File: src/sv/atcrr_pkg.sv
// Package for the round-robin tag cache: field widths, command codes and
// the transaction payload types. No dependencies.
package atcrr_pkg;

    localparam int CFG_W     = 5;
    localparam int KEY_W     = 64;
    localparam int SLOT_IO_W = 4;
    localparam int CMD_W     = 2;

    localparam logic [CFG_W-1:0] CFG_RESET = 5'd16;

    localparam logic [CMD_W-1:0] CMD_GET   = 2'd0;
    localparam logic [CMD_W-1:0] CMD_QUERY = 2'd1;
    localparam logic [CMD_W-1:0] CMD_MARK  = 2'd2;

    typedef struct packed {
        logic [CMD_W-1:0]     command;
        logic [KEY_W-1:0]     key;
        logic [SLOT_IO_W-1:0] slot_in;
    } t_in_item;

    typedef struct packed {
        logic                 hit;
        logic [SLOT_IO_W-1:0] slot_out;
        logic                 evicted;
        logic [KEY_W-1:0]     evicted_key;
        logic                 valid_now;
        logic                 error;
    } t_out_item;

endpackage

File: src/sv/atcrr_ifs.sv
// Valid/ready channel interfaces for command and result transactions.
// Depends on atcrr_pkg for the payload types.
interface atcrr_in_if;
    import atcrr_pkg::*;
    logic     valid;
    logic     ready;
    t_in_item data;
    modport source (output valid, output data, input ready);
    modport sink (input valid, input data, output ready);
endinterface

interface atcrr_out_if;
    import atcrr_pkg::*;
    logic      valid;
    logic      ready;
    t_out_item data;
    modport source (output valid, output data, input ready);
    modport sink (input valid, input data, output ready);
endinterface

File: src/sv/assoc_tag_cache_round_robin.sv
// Top level of the round-robin tag cache: command sequencer, tag scan,
// valid/present flags and result register. Depends on atcrr_pkg,
// atcrr_ifs and atcrr_tag_ram.
//
//   port         dir  payload                                     kind
//   i_in         in   command, key, slot_in                       valid/ready
//   o_out        out  hit, slot_out, evicted, evicted_key,        valid/ready
//                     valid_now, error
//   i_cfg_we/    in   slots_in_use                                write only
//   i_cfg_wdata
//
// A get reads one tag per slot through the single read port of the tag memory and,
// on a miss, writes the key back to the victim slot in the final state; a hit
// ends the scan early. Query, mark and the unused command skip the scan.
// Reset clears the flags and the victim pointer and sets the slot count to 16;
// no clear pass.
// A held result stalls the sequencer in its final state; the next command
// is taken once the sequencer is back in idle after the result is registered.
module assoc_tag_cache_round_robin #(
    parameter int SLOTS    = 16,
    parameter int KEY_BITS = 64
) (
    input  logic                        i_clk,
    input  logic                        i_rst_n,
    input  logic                        i_cfg_we,
    input  logic [atcrr_pkg::CFG_W-1:0] i_cfg_wdata,
    atcrr_in_if.sink                    i_in,
    atcrr_out_if.source                 o_out
);
    import atcrr_pkg::*;

    localparam int SLOT_W = (SLOTS > 1) ? $clog2(SLOTS) : 1;
    localparam int CW     = ($clog2(SLOTS + 1) + 1 > CFG_W) ? $clog2(SLOTS + 1) + 1 : CFG_W;

    typedef enum logic [2:0] {
        ST_IDLE = 3'b001,
        ST_SCAN = 3'b010,
        ST_DONE = 3'b100
    } t_state;

    t_state                r_state, n_state;
    logic [CFG_W-1:0]      r_slots_in_use;
    logic [SLOT_W-1:0]     r_ptr;
    logic [SLOTS-1:0]      r_valid;
    logic [SLOTS-1:0]      r_present;
    logic [CMD_W-1:0]      r_cmd;
    logic [KEY_BITS-1:0]   r_key;
    logic [SLOT_IO_W-1:0]  r_slot_in;
    logic [SLOT_W-1:0]     r_scan_idx;
    logic                  r_hit;
    logic [SLOT_W-1:0]     r_slot;
    logic [KEY_BITS-1:0]   r_vic_tag;
    logic                  r_out_valid;
    t_out_item             r_out;

    logic [CW-1:0]         w_count;
    logic [CW-1:0]         w_cfg_cw;
    logic                  w_accept;
    logic                  w_out_free;
    logic                  w_finish;
    logic [KEY_BITS-1:0]   w_rd_data;
    logic                  w_rd_en;
    logic [SLOT_W-1:0]     w_rd_addr;
    logic                  w_match;
    logic                  w_last;
    logic [SLOT_W-1:0]     w_victim;
    logic [CW-1:0]         w_vic_next;
    logic [SLOT_W-1:0]     n_ptr;
    logic                  w_wr_en;
    logic [CW-1:0]         w_slot_in_cw;
    logic [SLOT_W-1:0]     w_qidx;
    logic                  w_in_range;
    logic [CW-1:0]         w_slot_cw;
    logic [CW-1:0]         w_victim_cw;
    t_out_item             w_res;

    assign w_cfg_cw = CW'(r_slots_in_use);
    assign w_count  = (r_slots_in_use == '0) ? CW'(1) :
                      (w_cfg_cw > CW'(SLOTS)) ? CW'(SLOTS) : w_cfg_cw;

    assign i_in.ready  = (r_state == ST_IDLE);
    assign w_accept    = i_in.valid && i_in.ready;
    assign w_out_free  = !r_out_valid || o_out.ready;
    assign w_finish    = (r_state == ST_DONE) && w_out_free;
    assign o_out.valid = r_out_valid;
    assign o_out.data  = r_out;

    assign w_match = r_present[r_scan_idx] && (w_rd_data == r_key);
    assign w_last  = (CW'(r_scan_idx) + CW'(1)) >= w_count;

    assign w_victim    = (CW'(r_ptr) < w_count) ? r_ptr : '0;
    assign w_victim_cw = CW'(w_victim);
    assign w_vic_next  = w_victim_cw + CW'(1);
    assign n_ptr       = (w_vic_next >= w_count) ? '0 : w_vic_next[SLOT_W-1:0];

    assign w_slot_in_cw = CW'(r_slot_in);
    assign w_qidx       = w_slot_in_cw[SLOT_W-1:0];
    assign w_in_range   = w_slot_in_cw < w_count;
    assign w_slot_cw    = CW'(r_slot);

    assign w_wr_en = w_finish && (r_cmd == CMD_GET) && !r_hit;

    always_comb begin
        w_rd_en   = 1'b0;
        w_rd_addr = r_scan_idx + SLOT_W'(1);
        if (w_accept && (i_in.data.command == CMD_GET)) begin
            w_rd_en   = 1'b1;
            w_rd_addr = '0;
        end else if ((r_state == ST_SCAN) && !w_match && !w_last) begin
            w_rd_en = 1'b1;
        end
    end

    atcrr_tag_ram #(
        .DEPTH  (SLOTS),
        .WIDTH  (KEY_BITS),
        .ADDR_W (SLOT_W)
    ) u_tag_ram (
        .i_clk     (i_clk),
        .i_we      (w_wr_en),
        .i_wr_addr (w_victim),
        .i_wr_data (r_key),
        .i_rd_en   (w_rd_en),
        .i_rd_addr (w_rd_addr),
        .o_rd_data (w_rd_data)
    );

    always_comb begin
        n_state = r_state;
        unique case (r_state)
            ST_IDLE: begin
                if (w_accept) begin
                    n_state = (i_in.data.command == CMD_GET) ? ST_SCAN : ST_DONE;
                end
            end
            ST_SCAN: begin
                if (w_match || w_last) begin
                    n_state = ST_DONE;
                end
            end
            ST_DONE: begin
                if (w_out_free) begin
                    n_state = ST_IDLE;
                end
            end
            default: n_state = ST_IDLE;
        endcase
    end

    always_comb begin
        w_res = '0;
        unique case (r_cmd) inside
            CMD_GET: begin
                w_res.hit = r_hit;
                if (r_hit) begin
                    w_res.slot_out  = w_slot_cw[SLOT_IO_W-1:0];
                    w_res.valid_now = r_valid[r_slot];
                end else begin
                    w_res.slot_out = w_victim_cw[SLOT_IO_W-1:0];
                    w_res.evicted  = r_valid[w_victim];
                    if (r_valid[w_victim]) begin
                        w_res.evicted_key = KEY_W'(r_vic_tag);
                    end
                end
            end
            CMD_QUERY, CMD_MARK: begin
                w_res.slot_out = r_slot_in;
                if (w_in_range) begin
                    if (r_cmd == CMD_MARK) begin
                        w_res.error     = r_valid[w_qidx];
                        w_res.valid_now = 1'b1;
                    end else begin
                        w_res.valid_now = r_valid[w_qidx];
                    end
                end
            end
            default: w_res = '0;
        endcase
    end

    always_ff @(posedge i_clk) begin
        if (!i_rst_n) begin
            r_state        <= ST_IDLE;
            r_slots_in_use <= CFG_RESET;
            r_ptr          <= '0;
            r_valid        <= '0;
            r_present      <= '0;
            r_out_valid    <= 1'b0;
        end else begin
            r_state <= n_state;
            if (i_cfg_we) begin
                r_slots_in_use <= i_cfg_wdata;
            end
            if (w_wr_en) begin
                r_ptr               <= n_ptr;
                r_present[w_victim] <= 1'b1;
                r_valid[w_victim]   <= 1'b0;
            end
            if (w_finish && (r_cmd == CMD_MARK) && w_in_range) begin
                r_valid[w_qidx] <= 1'b1;
            end
            if (w_finish) begin
                r_out_valid <= 1'b1;
            end else if (o_out.ready) begin
                r_out_valid <= 1'b0;
            end
        end
    end

    always_ff @(posedge i_clk) begin
        if (w_accept) begin
            r_cmd      <= i_in.data.command;
            r_key      <= i_in.data.key[KEY_BITS-1:0];
            r_slot_in  <= i_in.data.slot_in;
            r_scan_idx <= '0;
            r_hit      <= 1'b0;
        end
        if (r_state == ST_SCAN) begin
            if (r_scan_idx == w_victim) begin
                r_vic_tag <= w_rd_data;
            end
            if (w_match) begin
                r_hit  <= 1'b1;
                r_slot <= r_scan_idx;
            end else if (!w_last) begin
                r_scan_idx <= r_scan_idx + SLOT_W'(1);
            end
        end
        if (w_finish) begin
            r_out <= w_res;
        end
    end

    a_scan_in_range: assert property (@(posedge i_clk) disable iff (!i_rst_n)
        (r_state == ST_SCAN) |-> (CW'(r_scan_idx) < w_count))
        else $error("scan index beyond slot count");

    a_ptr_in_range: assert property (@(posedge i_clk) disable iff (!i_rst_n)
        w_wr_en |=> (CW'(r_ptr) < w_count))
        else $error("victim pointer beyond slot count after allocate");

    a_evict_on_miss: assert property (@(posedge i_clk) disable iff (!i_rst_n)
        (o_out.valid && o_out.data.evicted) |-> !o_out.data.hit)
        else $error("eviction reported on a hit");

    a_result_from_done: assert property (@(posedge i_clk) disable iff (!i_rst_n)
        $rose(o_out.valid) |-> $past(r_state == ST_DONE))
        else $error("result loaded outside the final state");

    a_write_on_miss: assert property (@(posedge i_clk) disable iff (!i_rst_n)
        w_wr_en |-> ((r_cmd == CMD_GET) && !r_hit && (r_state == ST_DONE)))
        else $error("tag write without a get miss");

endmodule

File: src/sv/atcrr_tag_ram.sv
// Tag memory: one write port, one read port with registered read data.
// No dependencies.
module atcrr_tag_ram #(
    parameter int DEPTH  = 16,
    parameter int WIDTH  = 64,
    parameter int ADDR_W = 4
) (
    input  logic              i_clk,
    input  logic              i_we,
    input  logic [ADDR_W-1:0] i_wr_addr,
    input  logic [WIDTH-1:0]  i_wr_data,
    input  logic              i_rd_en,
    input  logic [ADDR_W-1:0] i_rd_addr,
    output logic [WIDTH-1:0]  o_rd_data
);

    logic [WIDTH-1:0] r_mem [DEPTH];
    logic [WIDTH-1:0] r_rd_data;

    always_ff @(posedge i_clk) begin
        if (i_we) begin
            r_mem[i_wr_addr] <= i_wr_data;
        end
        if (i_rd_en) begin
            r_rd_data <= r_mem[i_rd_addr];
        end
    end

    assign o_rd_data = r_rd_data;

endmodule

File: src/flat_wrapper.sv
// flat-port wrapper written by rule: the top's interface ports become plain ports
module assoc_tag_cache_round_robin_flat import atcrr_pkg::*;
#(
    parameter int SLOTS    = 16,
    parameter int KEY_BITS = 64
)
  (i_clk, i_rst_n, i_cfg_we, i_cfg_wdata, i_in_valid, i_in_data, i_in_ready, o_out_valid, o_out_data, o_out_ready);
  atcrr_in_if i_in_i ();
  atcrr_out_if o_out_i ();
  input  logic i_clk;
  input  logic i_rst_n;
  input  logic i_cfg_we;
  input  logic [atcrr_pkg::CFG_W-1:0] i_cfg_wdata;
  input wire logic [$bits(i_in_i.valid)-1:0] i_in_valid;
  input wire logic [$bits(i_in_i.data)-1:0] i_in_data;
  output wire logic [$bits(i_in_i.ready)-1:0] i_in_ready;
  output wire logic [$bits(o_out_i.valid)-1:0] o_out_valid;
  output wire logic [$bits(o_out_i.data)-1:0] o_out_data;
  input wire logic [$bits(o_out_i.ready)-1:0] o_out_ready;
  assign i_in_i.valid = i_in_valid;
  assign i_in_i.data = i_in_data;
  assign i_in_ready = i_in_i.ready;
  assign o_out_valid = o_out_i.valid;
  assign o_out_data = o_out_i.data;
  assign o_out_i.ready = o_out_ready;
  assoc_tag_cache_round_robin #(.SLOTS(SLOTS), .KEY_BITS(KEY_BITS)) u_core (.i_clk(i_clk), .i_rst_n(i_rst_n), .i_cfg_we(i_cfg_we), .i_cfg_wdata(i_cfg_wdata), .i_in(i_in_i), .o_out(o_out_i));
endmodule
File: config.mk
export PLATFORM = sky130hd
export DESIGN_NAME = assoc_tag_cache_round_robin_flat
export DESIGN_NICKNAME = d
export VERILOG_FILES = /design/src/sv/atcrr_pkg.sv /design/src/sv/atcrr_ifs.sv /design/src/sv/assoc_tag_cache_round_robin.sv /design/src/sv/atcrr_tag_ram.sv /design/src/flat_wrapper.sv
export SDC_FILE = /design/constraint.sdc
export NUM_CORES = 2
export LEC_CHECK = 0
export BUFFER_PORTS_ARGS = -buffer_cell sky130_fd_sc_hd__buf_2
export CAP_MARGIN = 15
export CORE_MARGIN = 3
export CORE_UTILIZATION = 32
export CTS_CLUSTER_DIAMETER = 30
export DETAILED_ROUTE_END_ITERATION = 8
export PLACE_DENSITY = 0.51
export SYNTH_ARGS = -nofsm -noshare
export SYNTH_HDL_FRONTEND = slang
export SYNTH_SLANG_ARGS = --single-unit
File: constraint.sdc
create_clock -name i_clk -period 14.2 [get_ports i_clk]
set_clock_uncertainty 0.1 [all_clocks]
set_input_delay 0.71 -clock i_clk [delete_from_list [all_inputs] [get_ports i_clk]]
set_output_delay 0.71 -clock i_clk [all_outputs]
set_load 0.02 [all_outputs]
==> results by stage <==
Clock tree:
- The clock net sink count is 1348.
- The clock tree from TritonCTS is built.
- In this run the post-CTS setup repair buffer count came out at 0.
- The clock transition time at the flip-flop clock pins of the worst setup and hold paths is 0.04 ns.
- The H-tree was split into 5 levels.
- The number of hold buffers added after CTS is 75.
- The maximum number of buffers from clock root to sink is 4.
- The count of cells resized by post-cts repair is 0.
- CTS placed an instance of clkbuf_16 at the clock tree root.
- At the later pin of the worst-skew pair, clock insertion delay measures 0.89 ns.
- The clock buffer count from CTS is 330.

Timing:
- For the final routed database, the setup TNS stands at 0 ns.
- Setup violations remaining at the end of the flow were counted as 0.
- The post-route worst hold slack is 0.0914 ns.
- The worst relative slew slack is 0.208.
- The total count of hold-check failures in the final report was 0.
- For the pin with the worst max-slew slack, the measured transition is 1.19 ns.
- The maximum clock rate is 0.189 GHz.
- The final count of pins violating max slew is 0.
- The final cycle utilization of the critical path is 0.373.
- Setup repair after global routing left no endpoint under its margin.
- Subtracting the final worst setup slack from the clock period gives 5.30 ns.

Floorplanning:
- In this run the count of I/O pins placed on the die edge is 154.
- The die outline area is 0.165 mm^2.
- The die is 406 um tall.
- The initial standard-cell utilization of the core is 0.323.
- The total number of placement rows is 146.
- The die outline width is 406 um.
- The core footprint is 0.159 mm^2.

Synth:
- The count of state elements after synthesis is 1348.
- The count of flip-flops with a built-in enable after synthesis is 1298.
- The distinct cell type count after synthesis is 56.
- A synthesized cell averages 19.2 um^2.
- The total number of yosys warnings is 0.
- Among all flip-flop cells after synthesis, the most frequent one is edfxtp_1.
- The share of the synthesized area in the top cell type is 0.762.
- edfxtp_1 takes more of the synthesized area than any other cell.
- The count of mapped cells out of synthesis is 2662.
- The netlist area before placement is 0.0511 mm^2.
- The number of nets handed over by synthesis was 2766.
- By area the synthesized netlist is led by edfxtp_1, mux4_2, nand2_1.
- The fraction of the yosys area taken by sequential cells is 0.782.
- The share of async-settable or async-resettable flops after synthesis is 0.

Status:
- The flow ran to the end, and the final reports show no timing, DRC or antenna violations.

Placed design:
- The wire-length estimate of the detail-placed layout is 78.2 mm.
- The count of buffers added on input and output ports is 153.
- At the end of routability-driven placement, the weighted congestion stood at 0.788.

Setup path:
- Counting both buffers and inverters, the worst setup path holds a total of 4.
- The master of the slowest instance on the critical path is buf_4.
- The required time at the endpoint of the critical path is 14.56 ns.
- The largest fanout on the critical path is 43.
- The worst setup path is captured at a flip-flop.
- The type of the worst setup path is flip-flop to flip-flop.
- Traced cell by cell, the critical path runs through buf_4 > nand3_1 > xor2_1 > inv_1 > ha_1 > a211oi_1 > o21ai_0 > o21ai_4 > buf_4 > buf_4.
- The cell type with the highest occurrence count on the critical path is buf_4.
- STA puts the critical path data arrival time at 5.66 ns.
- The largest single stage delay on the critical path is 0.79 ns.
- In this design, the largest share of critical-path delay is due to buffers and inverters.
- The startpoint type of the worst setup path is a flip-flop.

Drt:
- After detailed routing, the number of remaining DRC violations is 0.
- The mean routed wirelength per cell is 26.7 um.
- The number of design-rule violations left by the first detailed-router iteration is 2687.
- The final antenna-violating net count is 0.
- For this run, the detailed router's first-pass iteration total came to 5.
- The final layout contains routed wiring with a total length of 146 mm.
- The via density per instance is 5.14.
- The detailed-route via count is 28100.

Global route:
- For this run the aggregate overflow at the end of global routing stands at 0.
- The number of antenna violations at the first check in global routing was 3.
- The wire length of the first global-routing pass is 210 mm.
- The total track usage is 0.177.
- The number of global-route vias before repair is 29100.
- Entering global routing, the biggest net connects 110 pins.

Cells and area:
- For this run, the post-layout net count is 3239.
- The flip-flop and latch area is 0.0400 mm^2.
- The share of layout cells above drive strength 1 is 0.298.
- From synthesis to final layout, the design area changed by 29.6%.
- The area used by multi-input combinational logic is 0.0106 mm^2.
- Counting the fill cells in the layout gives 14000.

Power and ir drop:
- The maximum ir drop on the vdd rail is 0.130 mV.
- The power per cell area is 185 mW/mm^2.
- The cell leakage power is 21.7 nW.

Run:
- The total of max-cap violations is 0.

Min path:
- The class of the worst hold path is input port to flip-flop.
[state kept, by name, indices dropped and copies added, names as in the netlist, 5 cells and up]
signal	cells
u_core.r_present	16
u_core.r_key	64
u_core.u_tag_ram.r_mem	1024
u_core.r_slots_in_use	5
u_core.r_vic_tag	64
u_core.u_tag_ram.o_rd_data	64
u_core.r_valid	16
u_core.o_out.data	72
[cell families (layout without fill, tap and decap cells)]
logic type,Yosys count,after routing,share of synthesized area
flops,1348,1348,0.782
simple gates,487,487,0.0405
compound gates,354,354,0.0520
mux,219,219,0.0929
buf+inv,159,886,0.0149
xor+xnor,71,71,0.0122
fa+ha+maj,24,24,0.00587
other cells,0,1,0
[power breakdown]
group | internal, mW | switching (mW)
sequential | 4.43 | 0.0813
clock | 5.29 | 2.22
combinational | 0.0822 | 0.163
[cells in the final DEF, fill, tap and decap left out, types with 12 or more instances in the layout]
master,synthesis,layout
a31o_1,13,13
a31o_2,50,50
a31oi_1,65,64
and2_4,0,16
buf_2,35,153
buf_4,8,53
bufinv_16,0,56
clkbuf_1,70,44
clkbuf_16,0,335
clkinv_1,1,41
clkinv_2,0,56
clkinvlp_4,0,28
dfxtp_1,50,49
dlygate4sd3_1,0,75
edfxtp_1,1298,1298
ha_1,24,24
inv_1,17,14
inv_6,0,14
mux4_2,204,204
nand2_1,304,300
nor2_1,97,95
nor4_1,23,22
o21a_1,18,18
o221ai_1,67,67
o22ai_1,71,71
o2bb2ai_1,12,12
xor2_1,67,67
[metrics by stage]
stage / util / worst slack, ns / instance area [um^2] / cells / power [mW]
final: 0.418 / 8.90 / 66300 / 5462 / 12.3
after detailed placement: 0.343 / 8.82 / 54400 / 4800 / 4.81
after global placement: 0.343 / 8.85 / 54400 / 4800 / 4.81
after global routing: 0.418 / 8.52 / 66300 / 5461 / 12.6
after CTS: 0.418 / 8.77 / 66300 / 5461 / 12.4
after floorplan: - / 5.29 / 51100 / 2662 / 4.67
[cell usage after synthesis (all sizes together) (12+ instances only)]
master,n
xor2,67
a31oi,65
a31o,63
clkbuf,70
o221ai,68
mux4,204
a21oi,12
o21a,18
o22ai,71
and2,19
nand2,304
buf,71
ha,24
o2bb2ai,12
inv,17
nor2,97
dfxtp,50
edfxtp,1298
nor4,23
[final cells by class]
cell class / instances / area share
Antenna cell: 1 / 0.0000377
Clock buffer: 381 / 0.129
Clock inverter: 205 / 0.0386
Inverter: 18 / 0.00117
Multi-Input combinational cell: 1155 / 0.159
Sequential cell: 1348 / 0.603
Tap cell: 2072 / 0.0391
Timing Repair Buffer: 282 / 0.0292
[path summary, 6_finish.rpt]
check | to | start | slack (ns) | cells after the start
worst max-delay path | u_core.u_tag_ram.o_rd_data[2] | u_core.r_scan_idx[0] | 8.90 | 10
worst max register to register | u_core.u_tag_ram.o_rd_data[2] | u_core.r_scan_idx[0] | 8.90 | 10
worst min-delay path | u_core.r_slots_in_use[4] | i_cfg_we | 0.09 | 2
worst min register to register | u_core.r_vic_tag[37] | u_core.u_tag_ram.o_rd_data[37] | 0.35 | 0
[routing by layer]
metal	global-route usage	routed length (um)	vias up
li1	-	-	11900
met1	0.248	63900	14700
met2	0.276	67900	1158
met3	0.0407	10600	274
met4	0.0547	3530	0
met5	0	0	-
(Power assumes the default switching activity.)
